--- config.mk ---
export PLATFORM = sky130hd
export DESIGN_NAME = infrared_pulse_width_frame_decoder
export DESIGN_NICKNAME = d
export VERILOG_FILES = /design/src/rtl/irfd_pkg.sv /design/src/rtl/infrared_pulse_width_frame_decoder.sv
export SDC_FILE = /design/constraint.sdc
export NUM_CORES = 1
export LEC_CHECK = 0
export CAP_MARGIN = 20
export CORE_AREA = 2 2 165 86
export CTS_CLUSTER_DIAMETER = 200
export DETAILED_ROUTE_END_ITERATION = 10
export DIE_AREA = 0 0 167 88
export DONT_BUFFER_PORTS = 1
export PLACE_DENSITY = 0.68
export SLEW_MARGIN = 10
export SYNTH_ARGS = -nofsm -noshare
export SYNTH_HDL_FRONTEND = slang
export SYNTH_SLANG_ARGS = --single-unit
--- constraint.sdc ---
create_clock -name clock -period 5.2 [get_ports clock]
set_clock_uncertainty 0.15 [all_clocks]
set_input_delay 0.52 -clock clock [delete_from_list [all_inputs] [get_ports clock]]
set_output_delay 0.52 -clock clock [all_outputs]
set_load 0.01 [all_outputs]
--- src/rtl/irfd_pkg.sv ---
// ----------------------------------------------------------------------------
// irfd_pkg
// Shared types and constants of the infrared pulse-width frame decoder.
// ----------------------------------------------------------------------------
package irfd_pkg;

   localparam int MAX_CODE_BITS_DEF = 20;

   localparam int US_W      = 12;
   localparam int KIND_W    = 2;
   localparam int CNT_W     = 5;
   localparam int RAW_W     = 20;
   localparam int ADDR_W    = 8;
   localparam int ADDR_S_W  = 5;
   localparam int CMD_W     = 7;
   localparam int CSR_IDX_W = 8;
   localparam int PHASE_W   = 2;

   typedef logic [US_W-1:0]      us_type;
   typedef logic [KIND_W-1:0]    kind_type;
   typedef logic [CNT_W-1:0]     cnt_type;
   typedef logic [RAW_W-1:0]     raw_type;
   typedef logic [ADDR_W-1:0]    addr_type;
   typedef logic [CMD_W-1:0]     cmd_type;
   typedef logic [CSR_IDX_W-1:0] csr_idx_type;

   // Item kinds
   localparam kind_type KIND_EDGE    = 2'd0;
   localparam kind_type KIND_TIMEOUT = 2'd1;
   localparam kind_type KIND_RELEASE = 2'd2;

   // Register indexes
   localparam csr_idx_type CSR_HDR_MIN = 8'd0;
   localparam csr_idx_type CSR_BIT_MIN = 8'd1;
   localparam csr_idx_type CSR_BIT_MAX = 8'd2;
   localparam csr_idx_type CSR_SPLIT   = 8'd3;

   // Register reset values
   localparam us_type HDR_MIN_RST = 12'd2000;
   localparam us_type BIT_MIN_RST = 12'd300;
   localparam us_type BIT_MAX_RST = 12'd1600;
   localparam us_type SPLIT_RST   = 12'd900;

   // Valid frame lengths
   localparam cnt_type LEN_SHORT  = 5'd12;
   localparam cnt_type LEN_MEDIUM = 5'd15;
   localparam cnt_type LEN_LONG   = 5'd20;
   localparam cnt_type CNT_SAT    = 5'd31;

   localparam int CMD_LSB_OF_ADDR = 7;

endpackage

--- src/rtl/infrared_pulse_width_frame_decoder.sv ---
// ----------------------------------------------------------------------------
// infrared_pulse_width_frame_decoder
// Decodes 12, 15 and 20 bit pulse-width infrared remote frames from a stream
// of edge, timeout and release beats; one result beat per input beat.
// ----------------------------------------------------------------------------
// The result beat is registered and appears in the cycle after its input beat is taken.
// Throughput: one beat per cycle while req_stall is low; the frame state updates
// in a single pass of compare and mask logic into the state and result registers.
// req_stall rises only while a result beat waits under rsp_stall.
// Reset: idle phase, counter and code cleared, no frame held, thresholds at
// their default values, no result pending.
module infrared_pulse_width_frame_decoder #(
   parameter int MAX_CODE_BITS = irfd_pkg::MAX_CODE_BITS_DEF
) (
   input  logic                   clock,
   input  logic                   reset,
   // input channel
   input  logic                   req_valid,
   output logic                   req_stall,
   input  irfd_pkg::kind_type     req_kind,
   input  irfd_pkg::us_type       req_interval_us,
   input  logic                   req_pin_level,
   // result channel
   output logic                   rsp_valid,
   input  logic                   rsp_stall,
   output logic                   rsp_frame_ready,
   output irfd_pkg::raw_type      rsp_raw_code,
   output irfd_pkg::cnt_type      rsp_bit_total,
   output irfd_pkg::addr_type     rsp_device_address,
   output irfd_pkg::cmd_type      rsp_command_code,
   // configuration
   input  logic                   csr_valid,
   output logic                   csr_ready,
   input  irfd_pkg::csr_idx_type  csr_index,
   input  irfd_pkg::us_type       csr_data
);
   import irfd_pkg::*;

   localparam int CODE_W = MAX_CODE_BITS;
   localparam int SHOW_W = (MAX_CODE_BITS > RAW_W) ? MAX_CODE_BITS : RAW_W;

   localparam logic [PHASE_W-1:0] PH_IDLE  = 2'd0;
   localparam logic [PHASE_W-1:0] PH_START = 2'd1;
   localparam logic [PHASE_W-1:0] PH_DATA  = 2'd2;

   // Threshold registers
   us_type hdr_min_ff, bit_min_ff, bit_max_ff, split_ff;

   // Frame state
   logic [PHASE_W-1:0] phase_ff, phase_in;
   cnt_type            cnt_ff, cnt_in;
   logic [CODE_W-1:0]  code_ff, code_in;
   logic               held_ff, held_in;

   // Result register
   logic     rsp_valid_ff;
   logic     ready_ff;
   raw_type  raw_ff;
   cnt_type  total_ff;
   addr_type addr_ff;
   cmd_type  cmd_ff;

   logic              req_take;
   logic              len_ok;
   logic [CODE_W-1:0] bit_mask;
   logic [SHOW_W-1:0] code_show;
   addr_type          addr_in;

   assign csr_ready = 1'b1;
   assign req_stall = rsp_valid_ff && rsp_stall;
   assign req_take  = req_valid && !req_stall;

   always_ff @(posedge clock) begin
      if (reset) begin
         hdr_min_ff <= HDR_MIN_RST;
         bit_min_ff <= BIT_MIN_RST;
         bit_max_ff <= BIT_MAX_RST;
         split_ff   <= SPLIT_RST;
      end else if (csr_valid) begin
         case (csr_index)
            CSR_HDR_MIN: hdr_min_ff <= csr_data;
            CSR_BIT_MIN: bit_min_ff <= csr_data;
            CSR_BIT_MAX: bit_max_ff <= csr_data;
            CSR_SPLIT:   split_ff   <= csr_data;
            default: ;
         endcase
      end
   end

   // One-hot of the bit position about to be filled; empty once past the top
   always_comb begin
      for (int i = 0; i < CODE_W; i++) begin
         bit_mask[i] = (cnt_ff == CNT_W'(i));
      end
   end

   assign len_ok = (cnt_ff == LEN_SHORT) || (cnt_ff == LEN_MEDIUM) ||
                   (cnt_ff == LEN_LONG);

   always_comb begin
      phase_in = phase_ff;
      cnt_in   = cnt_ff;
      code_in  = code_ff;
      held_in  = held_ff;
      case (req_kind)
         KIND_EDGE: begin
            if (!held_ff) begin
               case (phase_ff)
                  PH_START: begin
                     phase_in = (req_interval_us < hdr_min_ff) ? PH_IDLE : PH_DATA;
                  end
                  PH_DATA: begin
                     if (req_pin_level) begin
                        if (req_interval_us > bit_max_ff ||
                            req_interval_us < bit_min_ff) begin
                           phase_in = PH_IDLE;
                        end else begin
                           if (req_interval_us >= split_ff) begin
                              code_in = code_ff | bit_mask;
                           end
                           if (cnt_ff != CNT_SAT) begin
                              cnt_in = cnt_ff + 1'b1;
                           end
                        end
                     end
                  end
                  default: begin
                     // open a new frame
                     cnt_in   = '0;
                     code_in  = '0;
                     phase_in = PH_START;
                  end
               endcase
            end
         end
         KIND_TIMEOUT: begin
            if (phase_ff != PH_IDLE) begin
               phase_in = PH_IDLE;
               if (len_ok) begin
                  held_in = 1'b1;
               end
            end
         end
         KIND_RELEASE: begin
            held_in  = 1'b0;
            phase_in = PH_IDLE;
         end
         default: ;
      endcase
   end

   assign code_show = SHOW_W'(code_in);

   always_comb begin
      addr_in = '0;
      if (held_in) begin
         if (cnt_in == LEN_SHORT) begin
            addr_in = ADDR_W'(code_show[CMD_LSB_OF_ADDR +: ADDR_S_W]);
         end else begin
            addr_in = code_show[CMD_LSB_OF_ADDR +: ADDR_W];
         end
      end
   end

   always_ff @(posedge clock) begin
      if (reset) begin
         phase_ff     <= PH_IDLE;
         cnt_ff       <= '0;
         code_ff      <= '0;
         held_ff      <= 1'b0;
         rsp_valid_ff <= 1'b0;
      end else begin
         if (req_take) begin
            phase_ff     <= phase_in;
            cnt_ff       <= cnt_in;
            code_ff      <= code_in;
            held_ff      <= held_in;
            rsp_valid_ff <= 1'b1;
         end else if (!rsp_stall) begin
            rsp_valid_ff <= 1'b0;
         end
      end
   end

   // Result payload; hold while stalled
   always_ff @(posedge clock) begin
      if (req_take) begin
         ready_ff <= held_in;
         raw_ff   <= code_show[RAW_W-1:0];
         total_ff <= cnt_in;
         addr_ff  <= addr_in;
         cmd_ff   <= code_show[CMD_W-1:0];
      end
   end

   assign rsp_valid          = rsp_valid_ff;
   assign rsp_frame_ready    = ready_ff;
   assign rsp_raw_code       = raw_ff;
   assign rsp_bit_total      = total_ff;
   assign rsp_device_address = addr_ff;
   assign rsp_command_code   = cmd_ff;

   // A held frame always has a legal length and sits in idle
   a_held_len: assert property (@(posedge clock) disable iff (reset)
      held_ff |-> ((cnt_ff == LEN_SHORT) || (cnt_ff == LEN_MEDIUM) ||
                   (cnt_ff == LEN_LONG)))
      else $error("held frame with illegal bit count");

   a_held_idle: assert property (@(posedge clock) disable iff (reset)
      held_ff |-> (phase_ff == PH_IDLE))
      else $error("held frame outside idle phase");

   a_take_result: assert property (@(posedge clock) disable iff (reset)
      req_take |=> (rsp_valid_ff && total_ff == cnt_ff && ready_ff == held_ff))
      else $error("taken beat did not produce a matching result");

   a_no_addr_idle: assert property (@(posedge clock) disable iff (reset)
      (rsp_valid_ff && !ready_ff) |-> (addr_ff == '0))
      else $error("address shown without a held frame");

endmodule

-- After elaboration in Yosys (flattened, before gate mapping)
Index checks and enable logic that the tools add are counted.
- bits of input ports: 40
- logic and storage cells: 97
- output and inout bits: 44
- register bits: 118
- bitwise gates (word level): 2
- multiplexer cells: 24
- equal/unequal tests: 34
- reduce and logical (&&, ||, !) cells: 17
- order comparisons: 4
- add/subtract/negate cells: 1
- operators by type and width (operator ; count):
    $mux W20 ; 5
    $eq A5 B4 Y1 const B ; 9
    $pmux W20 S2 ; 1
    $eq A5 B5 Y1 const B ; 5
    $mux W5 ; 5
    $lt A12 B12 Y1 ; 2
    $eq A5 B3 Y1 const B ; 4
    $or A20 B20 Y20 ; 1
    $eq A8 B2 Y1 const B ; 2
    $ge A12 B12 Y1 ; 1
    $gt A12 B12 Y1 ; 1
    $eq A5 B2 Y1 const B ; 2
    $mux W2 ; 5
    $pmux W5 S2 ; 1
    $eq A8 B1 Y1 const B ; 1
    $logic_not A8 Y1 ; 1
    $reduce_and A2 Y1 ; 4
    $ne A3 B3 Y1 const B ; 2
    $pmux W2 S3 ; 1
    $reduce_and A6 Y1 ; 1
    $add A5 B1 Y5 const B ; 1
    $eq A5 B1 Y1 const B ; 1
    $logic_not A5 Y1 ; 1
    $ne A5 B5 Y1 const B ; 1
    other kinds (15) ; 24

-- Logic depth before layout (Yosys ltp)
Gate-level depths: netlist of the first run.
- word-level depth: 9
- depth in mapped cells: 12
- depth with buffers taken out: 10

-- Least setup slack after synthesis of the first run
No wires, ideal clock.
- path kind: input to register
- start point: input req_interval_us[10]
- end point: register addr_ff[1], in the netlist rsp_device_address[1], data pin
- setup slack: 2.406 ns
- setup time: 0.275 ns
- cell stages on the path: 11
- arrival: 2.369 ns
- path through: ha_1 nand4_1 nor3_2 o21ai_1 a32o_2 and3_1 and3b_1 buf_6 buf_6 a31oi_2 nor3_1
- longest elaborated chain between the ends: 7
- elaborated cells between the ends (all ways): 10
- those cells by class: order compare (3); mux (6); reduce/logical (1)
- ends and longest elaborated chain (item ; RTL line ; text):
    from (decl) ; infrared_pulse_width_frame_decoder.sv:21 ; input irfd_pkg::us_type req_interval_us,
    $ge A12 B12 Y1, or another cell as far along ; infrared_pulse_width_frame_decoder.sv:118 ; if (req_interval_us >= split_ff) begin
    $mux W20 / $logic_or A1 B1 Y1 (equally long branches) ; infrared_pulse_width_frame_decoder.sv:118, infrared_pulse_width_frame_decoder.sv:114 ;
    $mux W20 * ; infrared_pulse_width_frame_decoder.sv:114 ; if (req_interval_us > bit_max_ff ||
    $mux W20 * ; infrared_pulse_width_frame_decoder.sv:113 ; if (req_pin_level) begin
    $pmux W20 S2 * ; infrared_pulse_width_frame_decoder.sv:108 ; case (phase_ff)
    $mux W20 * ; infrared_pulse_width_frame_decoder.sv:107 ; if (!held_ff) begin
    $mux W20 * ; infrared_pulse_width_frame_decoder.sv:105 ; case (req_kind)
    to (signal assigned) ; infrared_pulse_width_frame_decoder.sv:191 ; addr_ff <= addr_in;
    to (decl) ; infrared_pulse_width_frame_decoder.sv:60 ; addr_type addr_ff;
Every way passes the cells marked *; elsewhere a longest branch is shown, timed or not.
A chain may end at the register's enable or synchronous reset.

-- Final worst setup path of the first run
- start point: register bit_max_ff[1]
- end point: register addr_ff[6], in the netlist rsp_device_address[6], data pin
- longest elaborated chain between the ends: 9
- elaborated cells between the ends (all ways): 14
- those cells by class: order compare (1); eq/ne (1); mux (10); reduce/logical (2)
- ends and longest elaborated chain (item ; RTL line ; text):
    from (decl) ; infrared_pulse_width_frame_decoder.sv:47 ; us_type hdr_min_ff, bit_min_ff, bit_max_ff, split_ff;
    from (signal assigned) ; infrared_pulse_width_frame_decoder.sv:83 ; CSR_BIT_MAX: bit_max_ff <= csr_data;
    $gt A12 B12 Y1 * ; infrared_pulse_width_frame_decoder.sv:114 ;
    $logic_or A1 B1 Y1 * ; infrared_pulse_width_frame_decoder.sv:114 ;
    $mux W5 ; infrared_pulse_width_frame_decoder.sv:114 ;
    $mux W5 ; infrared_pulse_width_frame_decoder.sv:113 ;
    $pmux W5 S2 ; infrared_pulse_width_frame_decoder.sv:108 ;
    $mux W5 ; infrared_pulse_width_frame_decoder.sv:107 ;
    $mux W5 ; infrared_pulse_width_frame_decoder.sv:105 ;
    $eq A5 B4 Y1 ; infrared_pulse_width_frame_decoder.sv:157 ; if (cnt_in == LEN_SHORT) begin
    $reduce_or A2 Y1 (no source line) ; -- ;
Marks and branches as above.

==> key figures, run 1 <==
Drt
  – Starting DRC count in detailed routing: 421
  – Routed WL per cell: 18.4 um
  – Detailed Route WL: 14.9 mm
  – Total vias in the final route: 4600
  – Mean number of vias per cell: 5.69
  – Drt pass-1 iters: 6
  – DRC violation count after routing: 0
  – Antenna violation net count after detailed routing: 0

Worst setup path
  – Classification of the worst setup path: reg -> reg
  – Data required time of the critical path: 5.23 ns
  – Worst flop-to-flop path startpoint: bit_max_ff[1]$_SDFFE_PP0P_
  – Launching element type of the critical path: flop
  – Delay of the slowest cell on the worst path: 0.65 ns
  – CP startpoint: bit_max_ff[1]$_SDFFE_PP0P_
  – Critical-path cell list: inv_1 -> ha_1 -> nor2b_1 -> o211a_1 -> o21ai_1 -> a32o_2 -> and3_1 -> and3b_1 -> buf_8 -> a32oi_1 -> a211oi_1
  – Arrival time of the worst setup path: 3.37 ns
  – Crit-path slowest cell: sky130_fd_sc_hd__and3b_1
  – CP endpoint kind: flop
  – CP max FO: 16

Global route
  – Global-route usage over all layers: 20.9%
  – Pin count of the biggest net entering global routing: 70
  – Overflow left after global routing: 0
  – Vias in the first global route: 4300
  – Antenna violations before repair: 0
  – First-pass GRT wire length: 23.8 mm

Floorplan
  – Number of top-level pins: 84
  – Die outline height: 88 um
  – Horizontal die dimension: 167 um
  – Rows: 30
  – Die ar.: 14700 sq um
  – Initial standard-cell utilization of the core: 44.4%
  – Placeable Area: 13300 sq um

Timing
  – Upper clock frequency limit: 299 MHz
  – Relative slew slack: 31.2%
  – Endpoints failing setup: 0
  – Crit path time final: 3.34 ns
  – Fin Setup TNS: 0 ns
  – RSZ-0062 raised after global routing: no
  – Period Utilization, post-route: 64.3%
  – Hold Vio Cnt, Final: 0
  – Slew Viols, Final: 0
  – Actual transition at the worst max-transition pin: 1.03 ns
  – Tightest hold margin: 0.0813 ns

Synth
  – Arithmetic-cell share of the synthesized area counting full adders, half adders and majority gates: 11.9%
  – Largest family of logic cells by synthesized area: compound AO/OA/AOI/OAI gates
  – Seq/Total Area, Yosys: 43.5%
  – Mux cell area share after synthesis: 1.19%
  – Leading cell types by total area after synthesis: sky130_fd_sc_hd__dfxtp_1 26%, sky130_fd_sc_hd__edfxtp_1 17%, sky130_fd_sc_hd__ha_1 12%
  – Share of flip-flops with an asynchronous set or reset: 0%
  – FF+latch count, synth: 111
  – Synth cell count leaders: 81 x sky130_fd_sc_hd__nand2_1, 77 x sky130_fd_sc_hd__dfxtp_1, 76 x sky130_fd_sc_hd__nor2_1, 60 x sky130_fd_sc_hd__inv_1, 56 x sky130_fd_sc_hd__ha_1
  – Average footprint of a synthesized cell: 9.00 sq um
  – Cell taking the most area after synthesis: sky130_fd_sc_hd__dfxtp_1
  – Synth Net Count: 750
  – Ys flop type: sky130_fd_sc_hd__dfxtp_1
  – Proportion of netlist area held by the largest area contributor: 26.2%
  – Synthesized-area fraction occupied by and/or/nand/nor cells: 17.2%
  – Warnings from Yosys: 0
  – Post-synthesis cell count: 654
  – Number of flops mapped to enable cells by yosys: 34
  – Area fraction in compound gates after synthesis: 18.5%
  – Synth Cell Area: 5890 sq um
  – Count leader, synth: sky130_fd_sc_hd__nand2_1
  – Unique masters post-synth: 58
  – Post-Synth XOR/XNOR Area: 0%

CTS
  – Hold buffers post-CTS: 0
  – Root Buffer Master: sky130_fd_sc_hd__clkbuf_16
  – Post-CTS repair timing setup buffer count: 0
  – Num CTS Buffers: 9
  – CTS-repair resized insts: 0
  – CTS tree: done
  – Worst-path clk slew: 0.08 ns
  – Number of sinks driven by the clock tree: 111
  – Clock latency reported for the late side of the worst-skew pair: 0.35 ns
  – H-tree depth: 3
  – Deepest clock path buffer count: 2

Pwr
  – Static leakage power: 0.00242 uW
  – Maximum resistive drop on vdd: 0.000223 V
  – Pwr/cell area: 284 nW/um^2

Place
  – Hpwl dp: 11.0 mm
  – Buffers on Ports: 0
  – Final weighted congestion of routability-driven global placement: 0.905

Min path
  – Startpoint of the most critical hold path: reset
  – Worst min-delay path category: in -> reg

Cells and area
  – Layout cell share with drive strength beyond 1: 5.37%
  – Sequential cell area: 2560 sq um
  – Multi-input logic area: 2870 sq um
  – Total of fill cells in the finished design: 1252
  – Nets: 724
  – Antenna fix cells: 0
  – Syn-to-layout area delta: 6.19%

Job
  – Number of max-capacitance violations reported: 0

Outcome
  – Status: completed
==> path summary, 6_finish.rpt <==
| path | depth (start not counted) | end | slack (ns) |
|---|---|---|---|
| worst min register to register | 2 | split_ff[5]$_SDFFE_PP0P_ | 0.30 |
| worst min-delay path | 1 | bit_min_ff[1]$_SDFFE_PP0P_ | 0.08 |
| worst max-delay path | 11 | rsp_device_address[6]$_SDFFCE_PP0P_ | 1.86 |
| worst max register to register | 11 | rsp_device_address[6]$_SDFFCE_PP0P_ | 1.86 |
==> state kept, by name, indices dropped and copies added, names as in the netlist <==
register	flops
split_ff	12
rsp_device_address	8
bit_min_ff	12
held_ff	1
cnt_ff	5
phase_ff	2
bit_max_ff	12
rsp_raw_code	20
rsp_valid	1
rsp_frame_ready	1
hdr_min_ff	12
rsp_bit_total	5
code_ff	20
==> metrics by stage <==
step	total power [uW]	setup WS, ns	utilization (%)	cells	area [sq um]
floorplan	1040	2.41	-	654	5890
global placement	1050	1.74	44.6	792	5910
detailed placement	1050	1.54	44.6	792	5910
CTS	1780	1.67	47.1	808	6230
global route	1840	1.71	47.2	809	6250
finish	1780	1.86	47.2	809	6250
==> critical path, delay by kind of cell (launching register included) <==
family	cells	cell delay, ns
AO/OA/AOI/OAI	5	1.09
AND/OR/NAND/NOR	3	0.99
flip-flops	1	0.34
buffers and inverters	2	0.30
adder cells (fa/ha/maj)	1	0.29
==> final cells by class <==
class / instances / area share, %
Sequential cell: 111 / 41.0
Inverter: 60 / 3.60
Multi-Input combinational cell: 441 / 45.9
Tap cell: 176 / 3.52
Timing Repair Buffer: 5 / 0.721
Clock inverter: 7 / 1.60
Clock buffer: 9 / 3.60
==> cell usage in the layout, fill, tap and decap left out, types with 2 or more instances in the layout <==
master,n
sky130_fd_sc_hd__clkinv_8,2
sky130_fd_sc_hd__a21o_1,10
sky130_fd_sc_hd__nand2_1,81
sky130_fd_sc_hd__and4_1,2
sky130_fd_sc_hd__ha_1,56
sky130_fd_sc_hd__mux2i_1,7
sky130_fd_sc_hd__buf_4,4
sky130_fd_sc_hd__nor3b_1,2
sky130_fd_sc_hd__a31oi_1,25
sky130_fd_sc_hd__a32oi_1,5
sky130_fd_sc_hd__clkbuf_16,9
sky130_fd_sc_hd__inv_1,59
sky130_fd_sc_hd__edfxtp_1,34
sky130_fd_sc_hd__a22o_1,4
sky130_fd_sc_hd__nor3_1,14
sky130_fd_sc_hd__nor2b_1,3
sky130_fd_sc_hd__a31oi_2,5
sky130_fd_sc_hd__nand2b_1,5
sky130_fd_sc_hd__nand3_1,8
sky130_fd_sc_hd__dfxtp_1,77
sky130_fd_sc_hd__o21ai_0,6
sky130_fd_sc_hd__and4b_1,2
sky130_fd_sc_hd__a211oi_1,11
sky130_fd_sc_hd__nand4_1,5
sky130_fd_sc_hd__inv_8,2
sky130_fd_sc_hd__o21a_1,4
sky130_fd_sc_hd__clkinvlp_4,2
sky130_fd_sc_hd__nor2_1,76
sky130_fd_sc_hd__o21ai_1,5
sky130_fd_sc_hd__a21oi_1,55
sky130_fd_sc_hd__a211o_1,18
sky130_fd_sc_hd__and3_1,5
sky130_fd_sc_hd__and3b_1,2
==> power breakdown <==
part	total, uW	internal, uW	leakage, uW	switching, uW
registers	927	909	0.000962	17.9
clock network	739	389	0.000151	350
logic	109	37.5	0.00130	71.8
==> cells by family after synthesis <==
| group | count (synthesis) |
|---|---|
| other cells | 1 |
| simple gates | 218 |
| buf+inv | 102 |
| fa+ha+maj | 56 |
| compound gates | 159 |
| mux | 7 |
| flops | 111 |
==> metal layers <==
layer | global-route usage, % | up-vias | share of wire [%]
met5 | 0 | - | 0
met4 | 3.29 | 0 | 0.69
met3 | 6.24 | 11 | 9.3
met2 | 27.9 | 185 | 37
met1 | 32.8 | 2174 | 53
li1 | - | 2230 | -
Note: power is estimated with default switching activity, not from simulation.
==> inputs of run 2 (changes only) <==
- clock period: 5.2 -> 3.5 ns (I/O delays scaled with it)
==> key figures, run 2 (synthesized netlist as in run 1, its figures left out) <==
Worst setup path
  – Data required time of the critical path: 3.42 ns
  – Arrival time of the worst setup path: 3.04 ns
  – CP endpoint kind: flop
  – Classification of the worst setup path: reg -> reg
  – Launching element type of the critical path: flop
  – CP max FO: 5
  – Register-to-register path setup slack: 0.39 ns

Drt
  – Detailed Route WL: 15.4 mm
  – Antenna violation net count after detailed routing: 0
  – Routed WL per cell: 18.6 um
  – Starting DRC count in detailed routing: 486
  – Total vias in the final route: 4764
  – Drt pass-1 iters: 5
  – DRC violation count after routing: 0
  – Mean number of vias per cell: 5.75

Job
  – Number of max-capacitance violations reported: 0

Timing
  – Tightest hold margin: 0.00145 ns
  – RSZ-0062 raised after global routing: no
  – Period Utilization, post-route: 88.9%
  – Fin Setup TNS: 0 ns
  – Crit path time final: 3.11 ns
  – Relative slew slack: 42.5%
  – Actual transition at the worst max-transition pin: 0.862 ns
  – Slew Viols, Final: 0
  – Upper clock frequency limit: 321 MHz
  – Endpoints failing setup: 0
  – Hold Vio Cnt, Final: 0

Place
  – Hpwl dp: 11.3 mm
  – Buffers on Ports: 0
  – Final weighted congestion of routability-driven global placement: 0.929

CTS
  – Root Buffer Master: sky130_fd_sc_hd__clkbuf_16
  – Clock latency reported for the late side of the worst-skew pair: 0.35 ns
  – H-tree depth: 3
  – Worst-path clk slew: 0.08 ns
  – CTS tree: done
  – Number of sinks driven by the clock tree: 111
  – Deepest clock path buffer count: 2
  – Num CTS Buffers: 9

Floorplan
  – Number of top-level pins: 84
  – Horizontal die dimension: 167 um
  – Die outline height: 88 um
  – Initial standard-cell utilization of the core: 44.4%
  – Placeable Area: 13300 sq um
  – Rows: 30
  – Die ar.: 14700 sq um

Global route
  – Pin count of the biggest net entering global routing: 68
  – Vias in the first global route: 4472
  – Global-route usage over all layers: 21.3%
  – First-pass GRT wire length: 24.1 mm
  – Overflow left after global routing: 0
  – Antenna violations before repair: 0

Cells and area
  – Most common cell after layout, fill and taps aside: sky130_fd_sc_hd__nand2_1
  – Layout cell share with drive strength beyond 1: 5.83%
  – Commonest cells after routing, fill and taps aside: 81 x sky130_fd_sc_hd__nand2_1, 77 x sky130_fd_sc_hd__dfxtp_1, 76 x sky130_fd_sc_hd__nor2_1
  – Syn-to-layout area delta: 9.12%
  – Nets: 743
  – Antenna fix cells: 0

Min path
  – Worst min-delay path category: in -> reg

Pwr
  – Pwr/cell area: 409 nW/um^2
  – Static leakage power: 0.00251 uW
  – Maximum resistive drop on vdd: 0.000257 V

Outcome
  – Status: completed
-- run 2: final timing paths --
check,start,to,cells after the start
worst min register to register,split_ff[6]$_SDFFE_PP0P_,split_ff[6]$_SDFFE_PP0P_,2
worst max-delay path,bit_max_ff[1]$_SDFFE_PP0P_,rsp_device_address[6]$_SDFFCE_PP0P_,10
worst min-delay path,csr_data[1],hdr_min_ff[1]$_SDFFE_PP0P_,2
worst max register to register,bit_max_ff[1]$_SDFFE_PP0P_,rsp_device_address[6]$_SDFFCE_PP0P_,10
-- run 2: repair_timing --
action	CTS	global route
buffers inserted	0	0
gates resized for setup	0	0
hold endpoints to repair	67	0
hold buffers	16	0
-- run 2: worst max-delay path, stage by stage, from the launching register on --
cell	delay [ns]
sky130_fd_sc_hd__dfxtp_1	0.33
sky130_fd_sc_hd__inv_1	0.05
sky130_fd_sc_hd__ha_1	0.27
sky130_fd_sc_hd__nor2b_1	0.14
sky130_fd_sc_hd__o211a_1	0.22
sky130_fd_sc_hd__o21ai_1	0.24
sky130_fd_sc_hd__a32o_2	0.28
sky130_fd_sc_hd__nand3_1	0.14
sky130_fd_sc_hd__a311oi_1	0.58
sky130_fd_sc_hd__and4b_1	0.34
sky130_fd_sc_hd__a211oi_1	0.09
-- run 2: metal layers --
layer  track usage (%)  vias up  wire length [um]
li1                  -     2266                 -
met1              32.2     2300              7820
met2              30.5      189              6080
met3              5.92        9              1430
met4              3.68        0                96
met5                 0        -                 0
-- run 2: power by group --
part	total (uW)	switching [uW]	internal, uW
logic	202	132	70.0
registers	1380	27.5	1350
clock network	1050	535	515
total	2630	694	1940
-- run 2: layout make-up --
cell class / instances / area [sq um]
timing repair buffer: 24 / 238
clock buffer: 9 / 225
fill: 1238 / 6830
clock inverter: 7 / 80.1
tap: 176 / 220
sequential: 111 / 2560
multi-input combinational: 441 / 2870
inverter: 60 / 225
-- run 2: per-stage QoR --
stage          setup WS, ns  utilization, %  cell area (sq um)  power [uW]  cells
2_1_floorplan         0.876               -               5890        1540    654
3_3_place_gp          0.596            44.8               5940        1560    796
3_5_place_dp          0.479            44.8               5940        1570    796
4_1_cts               0.468            48.5               6420        2650    828
5_1_grt               0.189            48.5               6420        2720    828
6_report              0.388            48.5               6420        2630    828
==> inputs of run 3 (changes only) <==
- CAP_MARGIN: 20 -> unset
- clock period: 3.5 -> 3.4 ns (I/O delays scaled with it)
==> key figures, run 3 (synthesized netlist as in run 1, its figures left out) <==
Pwr
  – Pwr/cell area: 422 nW/um^2
  – Maximum resistive drop on vdd: 0.000241 V
  – Static leakage power: 0.00252 uW

Global route
  – Global-route usage over all layers: 21.9%
  – First-pass GRT wire length: 24.6 mm
  – Pin count of the biggest net entering global routing: 68
  – Routing usage on met2: 29.1%
  – Vias in the first global route: 4346
  – GR peak layer: met1
  – Global-route met3 utilization: 6.42%
  – Met1 GRT Util: 34.1%
  – Antenna violations before repair: 0
  – Overflow left after global routing: 0

Cells and area
  – Most common cell after layout, fill and taps aside: sky130_fd_sc_hd__nand2_1
  – Commonest cells after routing, fill and taps aside: 81 x sky130_fd_sc_hd__nand2_1, 77 x sky130_fd_sc_hd__dfxtp_1, 76 x sky130_fd_sc_hd__nor2_1
  – Antenna fix cells: 0
  – Nets: 747
  – Syn-to-layout area delta: 9.93%
  – Layout cell share with drive strength beyond 1: 6.25%

Timing
  – RSZ-0062 raised after global routing: no
  – Slew Viols, Final: 0
  – Actual transition at the worst max-transition pin: 0.720 ns
  – Hold Vio Cnt, Final: 0
  – Upper clock frequency limit: 328 MHz
  – Crit path time final: 3.05 ns
  – Fin Setup TNS: 0 ns
  – Endpoints failing setup: 0
  – Period Utilization, post-route: 89.6%
  – Minimum setup slack in the final design: 0.353 ns
  – Relative slew slack: 52.0%

CTS
  – Root Buffer Master: sky130_fd_sc_hd__clkbuf_16
  – Deepest clock path buffer count: 2
  – CTS tree: done
  – Number of sinks driven by the clock tree: 111
  – Hold buffers post-CTS: 16
  – Worst-path clk slew: 0.08 ns
  – Num CTS Buffers: 9
  – H-tree depth: 3
  – Clock latency reported for the late side of the worst-skew pair: 0.35 ns
  – CTS-repair resized insts: 0
  – Post-CTS repair timing setup buffer count: 0

Place
  – Pre-CTS setup slack: 0.412 ns
  – Hpwl dp: 11.5 mm
  – Final weighted congestion of routability-driven global placement: 0.902
  – Buffers on Ports: 0

Worst setup path
  – CP max FO: 23
  – Data required time of the critical path: 3.36 ns
  – Classification of the worst setup path: reg -> reg
  – CP endpoint kind: flop
  – Arrival time of the worst setup path: 3.01 ns
  – Launching element type of the critical path: flop

Drt
  – Antenna violation net count after detailed routing: 0
  – Routed WL per cell: 19.0 um
  – Total vias in the final route: 4704
  – Detailed Route WL: 15.8 mm
  – Drt pass-1 iters: 5
  – Mean number of vias per cell: 5.65
  – DRC violation count after routing: 0
  – Starting DRC count in detailed routing: 344

Job
  – Number of max-capacitance violations reported: 0

Outcome
  – Status: completed

Floorplan
  – Die outline height: 88 um
  – Number of top-level pins: 84
  – Initial standard-cell utilization of the core: 44.4%
  – Horizontal die dimension: 167 um
  – Die ar.: 14700 sq um
  – Rows: 30
  – Placeable Area: 13300 sq um

Min path
  – Worst min-delay path category: in -> reg
## run 3: changes by cell type in the layout (fill, tap and decap cells not counted)
cell	change
sky130_fd_sc_hd__buf_4	+3
sky130_fd_sc_hd__inv_6	-2
sky130_fd_sc_hd__buf_12	+1
sky130_fd_sc_hd__bufinv_16	+1
sky130_fd_sc_hd__clkbuf_1	+1
sky130_fd_sc_hd__clkinv_4	+1
sky130_fd_sc_hd__clkinvlp_4	+1
sky130_fd_sc_hd__inv_12	-1
sky130_fd_sc_hd__inv_8	-1
## run 3: metrics by stage
stage | hold WS [ns] | total power (uW) | area [sq um] | instances | utilization, %
global route | 0.0469 | 2830 | 6470 | 832 | 48.8
CTS | 0.00681 | 2740 | 6470 | 832 | 48.8
floorplan | 0.277 | 1590 | 5890 | 654 | -
global placement | 0.263 | 1610 | 5980 | 800 | 45.1
detailed placement | 0.267 | 1620 | 5980 | 800 | 45.1
finish | 0.0129 | 2730 | 6470 | 832 | 48.8
## run 3: path summary, 6_finish.rpt
check                               from                           to  slack (ns)  cells past startpoint
max           bit_max_ff[9]$_SDFFE_PP1P_   rsp_raw_code[15]$_DFFE_PP_        0.35                     11
min                          csr_data[5]   hdr_min_ff[5]$_SDFFE_PP0P_        0.01                      2
max reg2reg   bit_max_ff[9]$_SDFFE_PP1P_   rsp_raw_code[15]$_DFFE_PP_        0.35                     11
min reg2reg  bit_max_ff[11]$_SDFFE_PP0P_  bit_max_ff[11]$_SDFFE_PP0P_        0.31                      2
## run 3: layer usage
metal  vias up  wire length, um
met5         -                0
met2       183             6030
li1       2277                -
met1      2234             8180
met3        10             1450
met4         0              148
## run 3: critical path, cell delays in order (launching register included)
cell	delay [ns]
sky130_fd_sc_hd__dfxtp_1	0.31
sky130_fd_sc_hd__inv_1	0.06
sky130_fd_sc_hd__ha_1	0.31
sky130_fd_sc_hd__nand4_1	0.18
sky130_fd_sc_hd__nor3_2	0.28
sky130_fd_sc_hd__o21ai_1	0.13
sky130_fd_sc_hd__a32o_2	0.33
sky130_fd_sc_hd__and3_1	0.21
sky130_fd_sc_hd__and3b_1	0.33
sky130_fd_sc_hd__buf_12	0.24
sky130_fd_sc_hd__a31oi_1	0.21
sky130_fd_sc_hd__nor2_1	0.07
## run 3: report_power, final
part | internal, uW | switching [uW] | total, uW
Clock | 585 | 517 | 1100
Combinational | 73.8 | 136 | 210
Sequential | 1390 | 28.6 | 1420
Total | 2050 | 682 | 2730
## run 3: area by class of cell
class / instances / area (sq um)
fill: 1212 / 6780
multi-input combinational: 441 / 2870
sequential: 111 / 2560
timing repair buffer: 28 / 280
clock buffer: 10 / 229
inverter: 60 / 225
tap: 176 / 220
clock inverter: 6 / 81.3
